### src/rtl/ftsq_pkg.sv
// shared constants, types and sequencing tables for the pll tuning sequencer
package ftsq_pkg;

  localparam int NUM_SYNTHS = 2;
  localparam int NUM_REGS   = 13;
  localparam int IMG_DEPTH  = NUM_SYNTHS * NUM_REGS;
  localparam int IMG_AW     = $clog2(IMG_DEPTH);

  localparam logic [27:0] REF_RESET = 28'd26000000;
  localparam logic [39:0] VCO_MIN   = 40'd3400000000;

  localparam int DVD_W = 74;
  localparam int DSR_W = 40;
  localparam int CNT_W = 7;

  localparam logic [1:0] FN_TUNE  = 2'd0;
  localparam logic [1:0] FN_INIT  = 2'd1;
  localparam logic [1:0] FN_PDOWN = 2'd2;

  localparam logic [3:0] MD_NONE    = 4'd0;
  localparam logic [3:0] MD_DEFAULT = 4'd1;
  localparam logic [3:0] MD_PD4     = 4'd2;
  localparam logic [3:0] MD_PD6     = 4'd3;
  localparam logic [3:0] MD_T0      = 4'd4;
  localparam logic [3:0] MD_T1      = 4'd5;
  localparam logic [3:0] MD_T2      = 4'd6;
  localparam logic [3:0] MD_T4      = 4'd7;
  localparam logic [3:0] MD_T6      = 4'd8;
  localparam logic [3:0] MD_T9      = 4'd9;
  localparam logic [3:0] MD_T10     = 4'd10;
  localparam logic [3:0] MD_SET4    = 4'd11;
  localparam logic [3:0] MD_CLR4    = 4'd12;
  localparam logic [3:0] MD_CLR21   = 4'd13;
  localparam logic [3:0] MD_SET21   = 4'd14;

  localparam logic [3:0] AOP_NONE = 4'd0;
  localparam logic [3:0] AOP_SEL  = 4'd1;
  localparam logic [3:0] AOP_RDIV = 4'd2;
  localparam logic [3:0] AOP_RSET = 4'd3;
  localparam logic [3:0] AOP_MUL  = 4'd4;
  localparam logic [3:0] AOP_NDIV = 4'd5;
  localparam logic [3:0] AOP_NSET = 4'd6;
  localparam logic [3:0] AOP_MDIV = 4'd7;
  localparam logic [3:0] AOP_MSET = 4'd8;
  localparam logic [3:0] AOP_PMUL = 4'd9;
  localparam logic [3:0] AOP_FDIV = 4'd10;
  localparam logic [3:0] AOP_FSET = 4'd11;
  localparam logic [3:0] AOP_BDIV = 4'd12;
  localparam logic [3:0] AOP_BSET = 4'd13;
  localparam logic [3:0] AOP_TDIV = 4'd14;
  localparam logic [3:0] AOP_TSET = 4'd15;

  localparam logic [3:0] AIDX_LAST = 4'd13;

  typedef struct packed {
    logic [3:0] addr;
    logic [3:0] mode;
    logic       emit;
    logic       wait_f;
    logic       last_f;
    logic       fin;
  } step_t;

  typedef struct packed {
    logic       load_in;
    logic [3:0] aop;
    logic       rd;
    logic       wr;
    step_t      step;
  } dp_cmd_t;

  typedef struct packed {
    logic sel_done;
    logic div_busy;
    logic out_busy;
  } dp_stat_t;

  function automatic logic [31:0] default_word(input logic [3:0] addr);
    logic [31:0] w;
    case (addr)
      4'd0:    w = 32'h00200000;
      4'd4:    w = 32'h30000180;
      4'd5:    w = 32'h00800025;
      4'd6:    w = 32'h350040F0;
      4'd7:    w = 32'h12000000;
      4'd8:    w = 32'h102D0428;
      4'd10:   w = 32'h00C00030;
      4'd11:   w = 32'h0061300B;
      4'd12:   w = 32'h00000410;
      default: w = 32'h00000000;
    endcase
    return w;
  endfunction

  function automatic logic is_div(input logic [3:0] aop);
    return (aop == AOP_RDIV) || (aop == AOP_NDIV) || (aop == AOP_MDIV) ||
           (aop == AOP_FDIV) || (aop == AOP_BDIV) || (aop == AOP_TDIV);
  endfunction

  function automatic logic [3:0] arith_op(input logic [3:0] aidx);
    logic [3:0] op;
    case (aidx)
      4'd0:    op = AOP_RDIV;
      4'd1:    op = AOP_RSET;
      4'd2:    op = AOP_MUL;
      4'd3:    op = AOP_NDIV;
      4'd4:    op = AOP_NSET;
      4'd5:    op = AOP_MDIV;
      4'd6:    op = AOP_MSET;
      4'd7:    op = AOP_PMUL;
      4'd8:    op = AOP_FDIV;
      4'd9:    op = AOP_FSET;
      4'd10:   op = AOP_BDIV;
      4'd11:   op = AOP_BSET;
      4'd12:   op = AOP_TDIV;
      4'd13:   op = AOP_TSET;
      default: op = AOP_NONE;
    endcase
    return op;
  endfunction

  function automatic step_t mk(input logic [3:0] addr, input logic [3:0] mode,
                               input logic emit, input logic fin);
    step_t s;
    s.addr   = addr;
    s.mode   = mode;
    s.emit   = emit;
    s.wait_f = fin;
    s.last_f = fin;
    s.fin    = fin;
    return s;
  endfunction

  function automatic step_t step_of(input logic [1:0] func, input logic [3:0] idx);
    step_t s;
    s = '0;
    case (func)
      FN_INIT: begin
        s = mk(4'd12 - idx, MD_DEFAULT, 1'b1, 1'b0);
        s.last_f = (idx == 4'd12);
        s.fin    = (idx == 4'd12);
      end
      FN_PDOWN: begin
        case (idx)
          4'd0:    s = mk(4'd4, MD_PD4, 1'b0, 1'b0);
          4'd1:    s = mk(4'd6, MD_PD6, 1'b0, 1'b0);
          default: begin
            s = mk(4'd14 - idx, MD_NONE, 1'b1, 1'b0);
            s.last_f = (idx == 4'd14);
            s.fin    = (idx == 4'd14);
          end
        endcase
      end
      FN_TUNE: begin
        case (idx)
          4'd0:    s = mk(4'd0, MD_T0, 1'b0, 1'b0);
          4'd1:    s = mk(4'd1, MD_T1, 1'b0, 1'b0);
          4'd2:    s = mk(4'd2, MD_T2, 1'b0, 1'b0);
          4'd3:    s = mk(4'd4, MD_T4, 1'b0, 1'b0);
          4'd4:    s = mk(4'd6, MD_T6, 1'b0, 1'b0);
          4'd5:    s = mk(4'd9, MD_T9, 1'b0, 1'b0);
          4'd6:    s = mk(4'd10, MD_T10, 1'b0, 1'b0);
          4'd7:    s = mk(4'd6, MD_NONE, 1'b1, 1'b0);
          4'd8:    s = mk(4'd9, MD_NONE, 1'b1, 1'b0);
          4'd9:    s = mk(4'd10, MD_NONE, 1'b1, 1'b0);
          4'd10:   s = mk(4'd4, MD_SET4, 1'b1, 1'b0);
          4'd11:   s = mk(4'd2, MD_NONE, 1'b1, 1'b0);
          4'd12:   s = mk(4'd1, MD_NONE, 1'b1, 1'b0);
          4'd13:   s = mk(4'd0, MD_CLR21, 1'b1, 1'b0);
          4'd14:   s = mk(4'd4, MD_CLR4, 1'b1, 1'b0);
          default: s = mk(4'd0, MD_SET21, 1'b1, 1'b1);
        endcase
      end
      default: s = mk(4'd0, MD_NONE, 1'b0, 1'b1);
    endcase
    return s;
  endfunction

endpackage

### src/rtl/ftsq_div.sv
// bit-serial restoring divider, one quotient bit per cycle
module ftsq_div
  import ftsq_pkg::*;
(
  input  logic             clk,
  input  logic             rst_n,
  input  logic             start,
  input  logic [DVD_W-1:0] dvd,
  input  logic [DSR_W-1:0] dsr,
  input  logic [CNT_W-1:0] cnt,
  output logic             busy,
  output logic [DVD_W-1:0] quo,
  output logic [DSR_W-1:0] rem
);

  logic             busy_r;
  logic [CNT_W-1:0] cnt_r;
  logic [DVD_W-1:0] dvd_r, quo_r;
  logic [DSR_W-1:0] dsr_r, rem_r;
  logic [DSR_W:0]   trial, diff;
  logic             ge;

  assign trial = {rem_r, dvd_r[DVD_W-1]};
  assign ge    = trial >= {1'b0, dsr_r};
  assign diff  = trial - {1'b0, dsr_r};

  always_ff @(posedge clk) begin
    if (!rst_n) begin
      busy_r <= 1'b0;
      cnt_r  <= '0;
    end else if (start) begin
      busy_r <= 1'b1;
      cnt_r  <= cnt;
    end else if (busy_r) begin
      cnt_r <= cnt_r - 1'b1;
      if (cnt_r == 7'd1) begin
        busy_r <= 1'b0;
      end
    end
  end

  always_ff @(posedge clk) begin
    if (start) begin
      dvd_r <= dvd;
      dsr_r <= dsr;
      quo_r <= '0;
      rem_r <= '0;
    end else if (busy_r) begin
      dvd_r <= {dvd_r[DVD_W-2:0], 1'b0};
      quo_r <= {quo_r[DVD_W-2:0], ge};
      rem_r <= ge ? diff[DSR_W-1:0] : trial[DSR_W-1:0];
    end
  end

  assign busy = busy_r;
  assign quo  = quo_r;
  assign rem  = rem_r;

endmodule

### src/rtl/ftsq_dp.sv
// datapath: divider arithmetic, register image memory and output word register
module ftsq_dp
  import ftsq_pkg::*;
(
  input  logic        clk,
  input  logic        rst_n,
  input  dp_cmd_t     cmd,
  output dp_stat_t    stat,
  input  logic        in_which,
  input  logic [32:0] in_freq,
  input  logic        cfg_wr_en,
  input  logic [27:0] cfg_wr_data,
  output logic        out_tvalid,
  input  logic        out_tready,
  output logic [31:0] out_tdata,
  output logic [1:0]  out_tuser,
  output logic        out_tlast
);

  logic [27:0] ref_r, refe;
  logic        which_r;
  logic [2:0]  sel_r;
  logic [39:0] vco_r;
  logic [9:0]  r_r;
  logic [49:0] num_r;
  logic [29:0] r1m_r, r06_r;
  logic [31:0] r24_r;
  logic [15:0] nint_r;
  logic [23:0] frac1_r;
  logic [27:0] rem2_r;
  logic [13:0] mod2_r, frac2_r;
  logic [41:0] prod_r;
  logic [7:0]  band_r;
  logic [9:0]  tmo_r;

  logic             div_start, div_busy;
  logic [DVD_W-1:0] div_dvd, div_quo;
  logic [DSR_W-1:0] div_dsr, div_rem;
  logic [CNT_W-1:0] div_cnt;
  logic [32:0]      need;
  logic [40:0]      rdiv_dvd;
  logic [30:0]      tdiv_dvd;
  logic             sel_done;

  logic [31:0]       mem [IMG_DEPTH];
  logic [IMG_DEPTH-1:0] vld_r;
  logic [IMG_AW-1:0] img_addr;
  logic [31:0]       rd_q_r, old_w, new_w;
  logic              rd_vld_r;
  logic [3:0]        rd_addr_r;
  logic              emit_go;

  logic        out_valid_r;
  logic [31:0] out_word_r;
  logic        out_wait_r, out_sel_r, out_last_r;

  assign refe     = (ref_r == '0) ? 28'd1 : ref_r;
  assign need     = 33'(refe) * 33'd23;
  assign rdiv_dvd = 41'(need) + 41'(vco_r) - 41'd1;
  assign tdiv_dvd = 31'(refe) + 31'(r06_r) - 31'd1;
  assign sel_done = (vco_r >= VCO_MIN) || (sel_r == 3'd7);

  always_ff @(posedge clk) begin
    if (!rst_n) begin
      ref_r <= REF_RESET;
    end else if (cfg_wr_en) begin
      ref_r <= cfg_wr_data;
    end
  end

  assign div_start = is_div(cmd.aop);

  always_comb begin
    div_dvd = '0;
    div_dsr = '0;
    div_cnt = '0;
    case (cmd.aop)
      AOP_RDIV: begin
        div_dvd = {rdiv_dvd, 33'd0};
        div_dsr = vco_r;
        div_cnt = 7'd41;
      end
      AOP_NDIV: begin
        div_dvd = {num_r, 24'd0};
        div_dsr = 40'(refe);
        div_cnt = 7'd74;
      end
      AOP_MDIV: begin
        div_dvd = {refe, 46'd0};
        div_dsr = 40'(r1m_r);
        div_cnt = 7'd28;
      end
      AOP_FDIV: begin
        div_dvd = {prod_r, 32'd0};
        div_dsr = 40'(refe);
        div_cnt = 7'd42;
      end
      AOP_BDIV: begin
        div_dvd = {refe, 46'd0};
        div_dsr = 40'(r24_r);
        div_cnt = 7'd28;
      end
      AOP_TDIV: begin
        div_dvd = {tdiv_dvd, 43'd0};
        div_dsr = 40'(r06_r);
        div_cnt = 7'd31;
      end
      default: ;
    endcase
  end

  ftsq_div u_div (
    .clk   (clk),
    .rst_n (rst_n),
    .start (div_start),
    .dvd   (div_dvd),
    .dsr   (div_dsr),
    .cnt   (div_cnt),
    .busy  (div_busy),
    .quo   (div_quo),
    .rem   (div_rem)
  );

  always_ff @(posedge clk) begin
    if (cmd.load_in) begin
      which_r <= in_which;
      vco_r   <= 40'(in_freq);
      sel_r   <= '0;
    end else begin
      case (cmd.aop)
        AOP_SEL: begin
          if (!sel_done) begin
            sel_r <= sel_r + 3'd1;
            vco_r <= {vco_r[38:0], 1'b0};
          end
        end
        AOP_RSET: begin
          if (div_quo == '0) begin
            r_r <= 10'd1;
          end else if (div_quo[DVD_W-1:10] != '0) begin
            r_r <= 10'd1023;
          end else begin
            r_r <= div_quo[9:0];
          end
        end
        AOP_MUL: begin
          num_r <= 50'(vco_r) * 50'(r_r);
          r1m_r <= 30'(r_r) * 30'd1000000;
          r24_r <= 32'(r_r) * 32'd2400000;
          r06_r <= 30'(r_r) * 30'd600000;
        end
        AOP_NSET: begin
          nint_r  <= div_quo[39:24];
          frac1_r <= div_quo[23:0];
          rem2_r  <= div_rem[27:0];
        end
        AOP_MSET: mod2_r  <= div_quo[13:0];
        AOP_PMUL: prod_r  <= 42'(rem2_r) * 42'(mod2_r);
        AOP_FSET: frac2_r <= div_quo[13:0];
        AOP_BSET: begin
          if (div_quo[DVD_W-1:8] != '0 || div_quo[7:0] == 8'd255) begin
            band_r <= 8'd255;
          end else begin
            band_r <= div_quo[7:0] + 8'd1;
          end
        end
        AOP_TSET: tmo_r <= div_quo[9:0];
        default: ;
      endcase
    end
  end

  assign img_addr = IMG_AW'(which_r) * IMG_AW'(NUM_REGS) + IMG_AW'(cmd.step.addr);

  always_ff @(posedge clk) begin
    if (cmd.rd) begin
      rd_q_r    <= mem[img_addr];
      rd_addr_r <= cmd.step.addr;
    end
    if (cmd.wr) begin
      mem[img_addr] <= new_w;
    end
  end

  always_ff @(posedge clk) begin
    if (!rst_n) begin
      vld_r    <= '0;
      rd_vld_r <= 1'b0;
    end else begin
      if (cmd.rd) begin
        rd_vld_r <= vld_r[img_addr];
      end
      if (cmd.wr) begin
        vld_r[img_addr] <= 1'b1;
      end
    end
  end

  assign old_w = rd_vld_r ? rd_q_r : default_word(rd_addr_r);

  always_comb begin
    new_w = old_w;
    case (cmd.step.mode)
      MD_DEFAULT: new_w = default_word(rd_addr_r);
      MD_PD4: begin
        new_w[29:27] = 3'd0;
        new_w[5]     = 1'b1;
        new_w[6]     = 1'b1;
      end
      MD_PD6: begin
        new_w[9] = 1'b0;
        new_w[6] = 1'b0;
      end
      MD_T0: begin
        new_w[19:4] = nint_r;
        new_w[20]   = 1'b0;
        new_w[21]   = 1'b1;
      end
      MD_T1: new_w[27:4] = frac1_r;
      MD_T2: begin
        new_w[17:4]  = mod2_r;
        new_w[31:18] = frac2_r;
      end
      MD_T4: begin
        new_w[24:15] = r_r;
        new_w[25]    = 1'b0;
        new_w[26]    = 1'b0;
      end
      MD_T6: new_w[23:21] = sel_r;
      MD_T9: begin
        new_w[8:4]   = 5'd12;
        new_w[13:9]  = 5'd30;
        new_w[23:14] = tmo_r;
        new_w[31:24] = band_r;
      end
      MD_T10:   new_w[13:6] = 8'd65;
      MD_SET4:  new_w[4]    = 1'b1;
      MD_CLR4:  new_w[4]    = 1'b0;
      MD_CLR21: new_w[21]   = 1'b0;
      MD_SET21: new_w[21]   = 1'b1;
      default: ;
    endcase
  end

  assign emit_go = cmd.wr && cmd.step.emit;

  always_ff @(posedge clk) begin
    if (!rst_n) begin
      out_valid_r <= 1'b0;
    end else if (emit_go) begin
      out_valid_r <= 1'b1;
    end else if (out_tready) begin
      out_valid_r <= 1'b0;
    end
  end

  always_ff @(posedge clk) begin
    if (emit_go) begin
      out_word_r <= {new_w[31:4], cmd.step.addr};
      out_wait_r <= cmd.step.wait_f;
      out_last_r <= cmd.step.last_f;
      out_sel_r  <= which_r;
    end
  end

  assign out_tvalid     = out_valid_r;
  assign out_tdata      = out_word_r;
  assign out_tuser      = {out_wait_r, out_sel_r};
  assign out_tlast      = out_last_r;
  assign stat.sel_done  = sel_done;
  assign stat.div_busy  = div_busy;
  assign stat.out_busy  = out_valid_r && !out_tready;

endmodule

### src/rtl/ftsq_ctrl.sv
// controller: command sequencing over arithmetic ops and image read-modify-write steps
module ftsq_ctrl
  import ftsq_pkg::*;
(
  input  logic       clk,
  input  logic       rst_n,
  input  logic       in_tvalid,
  output logic       in_tready,
  input  logic [1:0] in_func,
  input  dp_stat_t   stat,
  output dp_cmd_t    cmd
);

  localparam logic [2:0] ST_IDLE  = 3'd0;
  localparam logic [2:0] ST_SEL   = 3'd1;
  localparam logic [2:0] ST_ARITH = 3'd2;
  localparam logic [2:0] ST_DWAIT = 3'd3;
  localparam logic [2:0] ST_RD    = 3'd4;
  localparam logic [2:0] ST_MOD   = 3'd5;

  logic [2:0] state_r, state_nxt;
  logic [1:0] func_r, func_nxt;
  logic [3:0] idx_r, idx_nxt;
  logic [3:0] aidx_r, aidx_nxt;
  logic [3:0] aop;

  assign aop = arith_op(aidx_r);

  always_comb begin
    state_nxt   = state_r;
    func_nxt    = func_r;
    idx_nxt     = idx_r;
    aidx_nxt    = aidx_r;
    in_tready   = 1'b0;
    cmd.load_in = 1'b0;
    cmd.aop     = AOP_NONE;
    cmd.rd      = 1'b0;
    cmd.wr      = 1'b0;
    cmd.step    = step_of(func_r, idx_r);
    case (state_r)
      ST_IDLE: begin
        in_tready = rst_n;
        if (in_tvalid && in_tready) begin
          cmd.load_in = 1'b1;
          func_nxt    = in_func;
          idx_nxt     = '0;
          aidx_nxt    = '0;
          case (in_func)
            FN_TUNE:  state_nxt = ST_SEL;
            FN_INIT:  state_nxt = ST_RD;
            FN_PDOWN: state_nxt = ST_RD;
            default:  state_nxt = ST_IDLE;
          endcase
        end
      end
      ST_SEL: begin
        cmd.aop = AOP_SEL;
        if (stat.sel_done) begin
          state_nxt = ST_ARITH;
        end
      end
      ST_ARITH: begin
        cmd.aop = aop;
        if (is_div(aop)) begin
          aidx_nxt  = aidx_r + 4'd1;
          state_nxt = ST_DWAIT;
        end else if (aidx_r == AIDX_LAST) begin
          state_nxt = ST_RD;
        end else begin
          aidx_nxt = aidx_r + 4'd1;
        end
      end
      ST_DWAIT: begin
        if (!stat.div_busy) begin
          state_nxt = ST_ARITH;
        end
      end
      ST_RD: begin
        cmd.rd    = 1'b1;
        state_nxt = ST_MOD;
      end
      ST_MOD: begin
        if (!(cmd.step.emit && stat.out_busy)) begin
          cmd.wr = 1'b1;
          if (cmd.step.fin) begin
            state_nxt = ST_IDLE;
          end else begin
            idx_nxt   = idx_r + 4'd1;
            state_nxt = ST_RD;
          end
        end
      end
      default: state_nxt = ST_IDLE;
    endcase
  end

  always_ff @(posedge clk) begin
    if (!rst_n) begin
      state_r <= ST_IDLE;
      func_r  <= FN_TUNE;
      idx_r   <= '0;
      aidx_r  <= '0;
    end else begin
      state_r <= state_nxt;
      func_r  <= func_nxt;
      idx_r   <= idx_nxt;
      aidx_r  <= aidx_nxt;
    end
  end

endmodule

### src/rtl/frac_n_pll_tuning_sequencer_unit.sv
// top level of the fractional-n pll tuning sequencer
// one command at a time: init, power down or tune; tune is set by the bit-serial divider
// (244 quotient bits over six divides) and vco search
// each image step reads the image, then modifies and writes it, waiting on output stalls
// reset loads the default image for both synthesizers and 26 MHz reference, no words emitted
module frac_n_pll_tuning_sequencer_unit
  import ftsq_pkg::*;
(
  input  logic        clk,
  input  logic        rst_n,
  input  logic        in_tvalid,
  output logic        in_tready,
  input  logic [39:0] in_tdata,   // freq_hz
  input  logic [2:0]  in_tuser,   // func, which_synth
  input  logic        cfg_wr_en,
  input  logic [27:0] cfg_wr_data,
  output logic        out_tvalid,
  input  logic        out_tready,
  output logic [31:0] out_tdata,  // spi_word
  output logic [1:0]  out_tuser,  // synth_select, wait_first
  output logic        out_tlast
);

  dp_cmd_t  cmd;
  dp_stat_t stat;

  ftsq_ctrl u_ctrl (
    .clk       (clk),
    .rst_n     (rst_n),
    .in_tvalid (in_tvalid),
    .in_tready (in_tready),
    .in_func   (in_tuser[1:0]),
    .stat      (stat),
    .cmd       (cmd)
  );

  ftsq_dp u_dp (
    .clk         (clk),
    .rst_n       (rst_n),
    .cmd         (cmd),
    .stat        (stat),
    .in_which    (in_tuser[2]),
    .in_freq     (in_tdata[32:0]),
    .cfg_wr_en   (cfg_wr_en),
    .cfg_wr_data (cfg_wr_data),
    .out_tvalid  (out_tvalid),
    .out_tready  (out_tready),
    .out_tdata   (out_tdata),
    .out_tuser   (out_tuser),
    .out_tlast   (out_tlast)
  );

  a_init_busy: assert property (@(posedge clk) disable iff (!rst_n)
    in_tvalid && in_tready && in_tuser[1:0] == FN_INIT |=> !in_tready)
    else $error("init command did not occupy the sequencer");

  a_addr_range: assert property (@(posedge clk) disable iff (!rst_n)
    out_tvalid |-> out_tdata[3:0] < 4'(NUM_REGS))
    else $error("emitted word carries a register address out of range");

  a_wait_last: assert property (@(posedge clk) disable iff (!rst_n)
    out_tvalid && out_tuser[1] |-> out_tlast)
    else $error("wait flag on a word that is not the last of its run");

endmodule

### config.mk
export PLATFORM = sky130hd
export DESIGN_NAME = frac_n_pll_tuning_sequencer_unit
export DESIGN_NICKNAME = d
export VERILOG_FILES = /design/src/rtl/ftsq_pkg.sv /design/src/rtl/ftsq_div.sv /design/src/rtl/ftsq_dp.sv /design/src/rtl/ftsq_ctrl.sv /design/src/rtl/frac_n_pll_tuning_sequencer_unit.sv
export SDC_FILE = /design/constraint.sdc
export NUM_CORES = 2
export LEC_CHECK = 0
export BUFFER_PORTS_ARGS = -buffer_cell sky130_fd_sc_hd__clkbuf_2
export CAP_MARGIN = 20
export CORE_UTILIZATION = 60
export DETAILED_ROUTE_END_ITERATION = 8
export GPL_ROUTABILITY_DRIVEN = 0
export PLACE_DENSITY = 0.73
export SLEW_MARGIN = 20
export SYNTH_ARGS = -nofsm -noshare
export SYNTH_HDL_FRONTEND = slang
export SYNTH_SLANG_ARGS = --single-unit
### constraint.sdc
create_clock -name clk -period 26 [get_ports clk]
set_input_delay 1.3 -clock clk [delete_from_list [all_inputs] [get_ports clk]]
set_output_delay 1.3 -clock clk [all_outputs]
set_load 0.1 [all_outputs]
## Word-level counts from Yosys, hierarchy flattened

Memory sizes are Yosys's and may differ from the RTL's. A register that Yosys moved wholly into a read port is not among the register bits.
Index checks and enable logic that the tools add are counted.

| operators by class | value |
|---|---|
| order comparisons | 4 |
| multiplexer cells | 71 |
| reduce and logical (&&, ||, !) cells | 53 |
| $add $sub $neg | 13 |
| equality and inequality tests | 59 |
| $mul | 7 |
| bitwise logic cells | 3 |

Operators with widths:

| operator | count |
|---|---|
| $pmux 74 s5 | 1 |
| $pmux 40 s5 | 1 |
| $mux 74 | 2 |
| $mux 33 | 3 |
| $eq 4x4->1 const B | 21 |
| $logic_not 74->1 | 1 |
| $mul 10x14->24 const B | 3 |
| $reduce_bool 66->1 | 1 |
| $reduce_bool 64->1 | 1 |
| $mul 40x10->50 | 1 |
| $mux 4 | 12 |
| $mul 28x14->42 | 1 |
| $add 33x40->41 | 1 |
| $ge 41x40->1 | 1 |
| $sub 41x1->41 const B | 1 |
| $eq 4x3->1 const B | 10 |
| $ge 40x32->1 const B | 1 |
| $mux 40 | 1 |
| $sub 40x40->40 | 1 |
| $pmux 12 s3 | 1 |
| $pmux 6 s6 | 1 |
| $pmux 7 s5 | 1 |
| $mul 28x5->33 const B | 1 |
| $mux 32 | 1 |
| other kinds (59) | 141 |

| storage, ports and cells | value |
|---|---|
| memory bits (writable) | 832 |
| bits in read-only memories | 1024 |
| register bits after elaboration | 676 |
| word-level logic and storage cells | 252 |
| memories kept | 5 |

Memories:

| name | words | width | rd ports | clocked after Yosys merged registers in | write ports | line | text |
|---|---|---|---|---|---|---|---|
| u_dp.mem | 26 | 32 | 1 | 1 | 1 | ftsq_dp.sv:45 | `logic [31:0] mem [IMG_DEPTH];` |
| (no name shown) | 16 | 24 | 1 | 1 | 0 | ftsq_pkg.sv:80 | `case (addr)` |
| (no name shown) | 16 | 24 | 1 | 1 | 0 | ftsq_pkg.sv:80 |  |
| (no name shown) | 16 | 12 | 1 | 1 | 0 | ftsq_pkg.sv:155 | `case (idx)` |
| (no name shown) | 16 | 4 | 1 | 1 | 0 | ftsq_pkg.sv:102 | `case (aidx)` |

## Depth between registers and ports, before layout

| depth | value |
|---|---|
| depth in word-level cells | 10 |
| mapped depth | 25 |

## Hierarchy

A second synthesis with hierarchy kept.

| unflattened totals | value |
|---|---|
| cells, all modules | 8085 |
| area total of the unflattened synthesis | 94364.3 um^2 |

By module, submodules not included:

| module | cells each | times used | area an instance (um^2) |
|---|---|---|---|
| ftsq_dp | 6797 | 1 | 81021.5 |
| ftsq_div | 1064 | 1 | 11494.8 |
| ftsq_ctrl | 224 | 1 | 1848.0 |

## Worst setup path before layout

Ideal clock, no wire load.

| path | value |
|---|---|
| path type | flip-flop to flip-flop |
| start | register u_ctrl.state_r[1] |
| end | register u_dp.num_r[0] (enable) |
| period minus slack after synthesis | 10858 ps |
| setup slack | 15142 ps |
| stages on the path, launching flop included | 5 |
| data arrival time | 10068 ps |
| cells stage by stage | dfxtp_1 clkbuf_1 nor2b_1 nand2b_1 nor4_1 |

| on the way | value |
|---|---|
| cells in the longest elaborated chain, start to end | 4 |
| elaborated cells between the ends (all ways) | 8 |
| classes of those cells | eq/ne (3); mux (2); bitwise (1); reduce/logical (2) |

RTL lines:

| item | line | text |
|---|---|---|
| start: declaration | ftsq_ctrl.sv:21 | `logic [2:0] state_r, state_nxt;` |
| start signal: assignment | ftsq_ctrl.sv:104 | `state_r <= state_nxt;` |
| $eq 3x2->1, or another cell as far along | ftsq_ctrl.sv:40 | `case (state_r)` |
| $pmux 4 s2 or $mux 1 (tied branches) | ftsq_ctrl.sv:40 |  |
| $eq 4x3->1 or $not 1->1 (tied branches) | n/a |  |
| $reduce_and 2->1 (no source line) (*) | n/a |  |
| end signal: assignment | ftsq_dp.sv:147 | `num_r <= 50'(vco_r) * 50'(r_r);` |
| end: declaration | ftsq_dp.sv:25 | `logic [49:0] num_r;` |

Mark *: on every way between the ends. The rest lies on a longest branch, timed or not.
A chain may end at the register's enable or synchronous reset.

## Final worst setup path

| path | value |
|---|---|
| start | register u_dp.ref_r[26] |
| end | register u_dp.u_div.dvd_r[70] (data pin) |

| on the way | value |
|---|---|
| cells in the longest elaborated chain, start to end | 7 |
| elaborated cells between the ends (all ways) | 9 |
| classes of those cells | add/sub (4); mul (1); mux (3); reduce/logical (1) |

RTL lines:

| item | line | text |
|---|---|---|
| start: declaration | ftsq_dp.sv:20 | `logic [27:0] ref_r, refe;` |
| start signal: assignment | ftsq_dp.sv:67 | `ref_r <= cfg_wr_data;` |
| $logic_not 28->1 | ftsq_dp.sv:57 | `assign refe = (ref_r == '0) ? 28'd1 : ref_r;` |
| $mux 28 (*) | ftsq_dp.sv:57 |  |
| $mul 28x5->33 | ftsq_dp.sv:58 | `assign need = 33'(refe) * 33'd23;` |
| $add 33x40->41 | ftsq_dp.sv:59 | `assign rdiv_dvd = 41'(need) + 41'(vco_r) - 41'd1;` |
| $sub 41x1->41 | ftsq_dp.sv:59 |  |
| $pmux 74 s5 (*) | ftsq_dp.sv:77 | `case (cmd.aop)` |
| $mux 74 (*) | ftsq_div.sv:43 | `if (start) begin` |
| end signal: assignment | ftsq_div.sv:44 | `dvd_r <= dvd;` |
| end signal: assignment | ftsq_div.sv:49 | `dvd_r <= {dvd_r[DVD_W-2:0], 1'b0};` |
| end: declaration | ftsq_div.sv:18 | `logic [DVD_W-1:0] dvd_r, quo_r;` |

Marks and branches as above.

==> flow_metrics.tcl <==
set metrics [dict create \
    status "finished clean" \
    netlist_area_um2 92700 \
    period_share_pct 30.9 \
    fin_area_um2 101000 \
    timing_hold_violations_final 0 \
    finish.utilization_pct 66.0 \
    clk_path_buf_depth 3 \
    synth_seq_area_share_pct 43.2 \
    synth.distinct_cells 93 \
    cts-root-buf "clkbuf_16" \
    required_ns 26.49 \
    die_area_um2 156000 \
    drv_cap 0 \
    cts_sinks 1411 \
    clkTransAtPathRegs_ns 0.06 \
    report.power.total_w 0.0146 \
    slew_headroom_pct 20.3 \
    synth_enable_flop_cells 1182 \
    grt-ovfl-total 0 \
    ys.flop_type "edfxtp_1" \
    peakVddDrop_mv 0.279 \
    ctsHtreeMaxLevel 4 \
    grt_pass1_vias 65000 \
    layout.nets 9355 \
    crit_type "register to register" \
    place_area_um2 95500 \
    ios 113 \
    async_flop_share_pct 0 \
    viasPerCell 6.20 \
    cts_post_setup_buffers_inserted 0 \
    dr.pass1.iters 9 \
    clk_latency_ns 0.85 \
    startpoint_type "register" \
    hp-class "register to register" \
    max_stage_delay_ns 0.73 \
    antenna_found_initial 4 \
    pwr-share-seq_pct 23.6 \
    rsz0062_at_grt "no" \
    combPwrFrac_pct 61.6 \
    vias 63000 \
    pwr-share-clk_pct 14.9 \
    skew_ns 0.0955 \
    area_growth_syn_to_layout_pct 8.58 \
    layout_common_cells "1,182 x edfxtp_1, 1,035 x inv_1, 880 x nand2_1" \
    std_cell_rows 143 \
    core-area_um2 153000 \
    io_buffers 105 \
    grt_usage_pct 31.9 \
    ys_warn_count 0 \
    hold_buffers 0 \
    synth_seq_cells 1411 \
    synth_top_area_share_pct 38.3 \
    sw_frac_of_total_pct 45.9 \
    seq_area_um2 40100 \
    max_slew.worst_pin.slew_ns 1.20 \
    internal-power_w 0.00791 \
    ant_nets 0 \
    cts_resized 0 \
    multi_input_area_um2 47500 \
    worst-path-max-fanout 6 \
    start_util_pct 60.7 \
    drt-total-wl_mm 245 \
    drive_gt1_share_pct 9.24 \
    routedWlPerCell_um 24.1 \
    endpoint_kind "register" \
    route.detailed.drc 0 \
    synth.area.top_cells "edfxtp_1 38%, fa_1 17%, ha_1 6.8%" \
    p_sw_w 0.00671 \
    synth_nets 9388 \
    yosysTopAreaCell "edfxtp_1" \
    p_leak_nw 41.5 \
    cts_tree "built" \
    dieWidth_um 395 \
    cts_buffers 147 \
    critPathMostFrequentCell "inv_1" \
    arrival_ns 8.52 \
    grt_start_max_net_pins 96 \
    finalSetupViolCount 0 \
    worstPathCellList "inv_1, ha_1, nor4b_1, and3_1, nand4_1, nand2b_1, inv_1, fa_1, inv_1, fa_1, inv_1, fa_1, inv_1, ha_1, o21ai_0, a21oi_1, o21ai_0, a2111oi_0, nor4b_1, o21ai_1, a31oi_1, o311ai_1, xnor2_1, o21ai_0" \
    n_fill_cell 11200 \
    synthCells 8032 \
    hpwlAfterDp_mm 171 \
    die_y_um 395 \
    avgSynthCellArea_um2 11.5 \
    grt_pass1_wl_mm 379 \
    slew_violations 0 \
    crit_slowest_cell "a2111oi_0" \
    mostFrequentLayoutCell "edfxtp_1" \
    max_freq_mhz 125 \
    power_density_nw_per_um2 145 \
    setup_tns_ns 0 \
    drt_iter0_drc 6590 \
    min_period_ns 8.02 \
]
[power by group through the flow]
stage | sequential (W) | clock, W | combinational, W
final | 0.00345 | 0.00217 | 0.00900
after global routing | 0.00346 | 0.00228 | 0.00988
after global placement | 0.00348 | 0 | 0.00864
after CTS | 0.00344 | 0.00220 | 0.00891
after detailed placement | 0.00348 | 0 | 0.00884
after floorplan | 0.00337 | 0 | 0.00659
[worst paths after layout]
kind / cells after the start / from / slack (ns) / to
setup / recovery: 24 / u_dp.ref_r[26] / 17.98 / u_dp.u_div.dvd_r[70]
hold / removal: 2 / u_dp.vld_r[19] / 0.47 / u_dp.vld_r[19]
setup reg to reg: 24 / u_dp.ref_r[26] / 17.98 / u_dp.u_div.dvd_r[70]
hold reg to reg: 2 / u_dp.vld_r[19] / 0.47 / u_dp.vld_r[19]
[state kept, by name, indices dropped and copies added (netlist names), 28 cells and up, named ones only]
name and cells:
u_dp.mem 728, u_dp.u_div.quo 74, u_dp.num_r 50, u_dp.u_div.dvd_r 50
u_dp.prod_r 42, u_dp.u_div.dsr_r 40, u_dp.u_div.rem 40, u_dp.vco_r 40
u_dp.out_tdata 32, u_dp.rd_q_r 28, u_dp.ref_r 28, u_dp.rem2_r 28
[critical path, delay by kind of cell, from the launching register on]
family | cells | cell delay (ns)
XOR/XNOR | 1 | 0.19
adder cells (fa/ha/maj) | 5 | 2.07
AO/OA/AOI/OAI | 8 | 2.53
buffers and inverters | 5 | 0.57
flip-flops | 1 | 0.48
AND/OR/NAND/NOR | 5 | 1.82
[cells by family after synthesis]
| logic type | Yosys count | synth area share [%] |
|---|---|---|
| xor gates and xnor gates | 231 | 2.20 |
| DFF | 1411 | 43.2 |
| buffers and inverters | 1453 | 5.95 |
| and+or+nand+nor | 2031 | 9.89 |
| adders and majority gates | 1280 | 23.5 |
| muxes | 388 | 6.55 |
| AOI/OAI and AO/OA | 1238 | 8.64 |
[synthesized netlist by cell type (all sizes together), types with 22 or more instances]
cell type,instances
a211oi,34
a21o,104
a21oi,347
a221oi,50
a222oi,45
a22oi,22
a31oi,43
and2,210
and3,31
buf,67
clkbuf,345
dfxtp,229
edfxtp,1182
fa,773
ha,507
inv,1039
mux2i,207
mux4,174
nand2,880
nand2b,46
nand3,77
nand4,37
nor2,499
nor2b,46
nor3,79
nor4,32
o211ai,25
o21a,31
o21ai,306
o21bai,37
o22ai,26
or3,30
xnor2,151
xor2,80
[per-layer routing]
metal	vias up	part of all wire (%)	wire, um	global-route usage (%)
li1	27600	-	-	-
met1	31400	37	90500	40.6
met2	3218	48	118000	52.3
met3	733	8.5	20700	5.01
met4	0	6.4	15800	18.2
met5	-	0	0	0
[stage by stage]
step	hold slack, ns	cells	setup slack (ns)
after global placement	0.444	9872	18.51
after CTS	0.469	10100	18.29
after floorplan	0.435	8032	15.14
after global routing	0.488	10200	17.79
final	0.473	10200	17.98
after detailed placement	0.457	9873	18.34
[area by class of cell]
class                           instances  share of cell area (%)
Clock buffer                          174                    3.83
Timing Repair Buffer                  230                    1.52
Multi-Input combinational cell       5168                    47.2
Antenna cell                            1                 0.00249
Inverter                             1041                    3.88
Clock inverter                         97                    1.20
Sequential cell                      1411                    39.8
Tap cell                             2030                    2.52
Power figures use the tool's default switching activity.
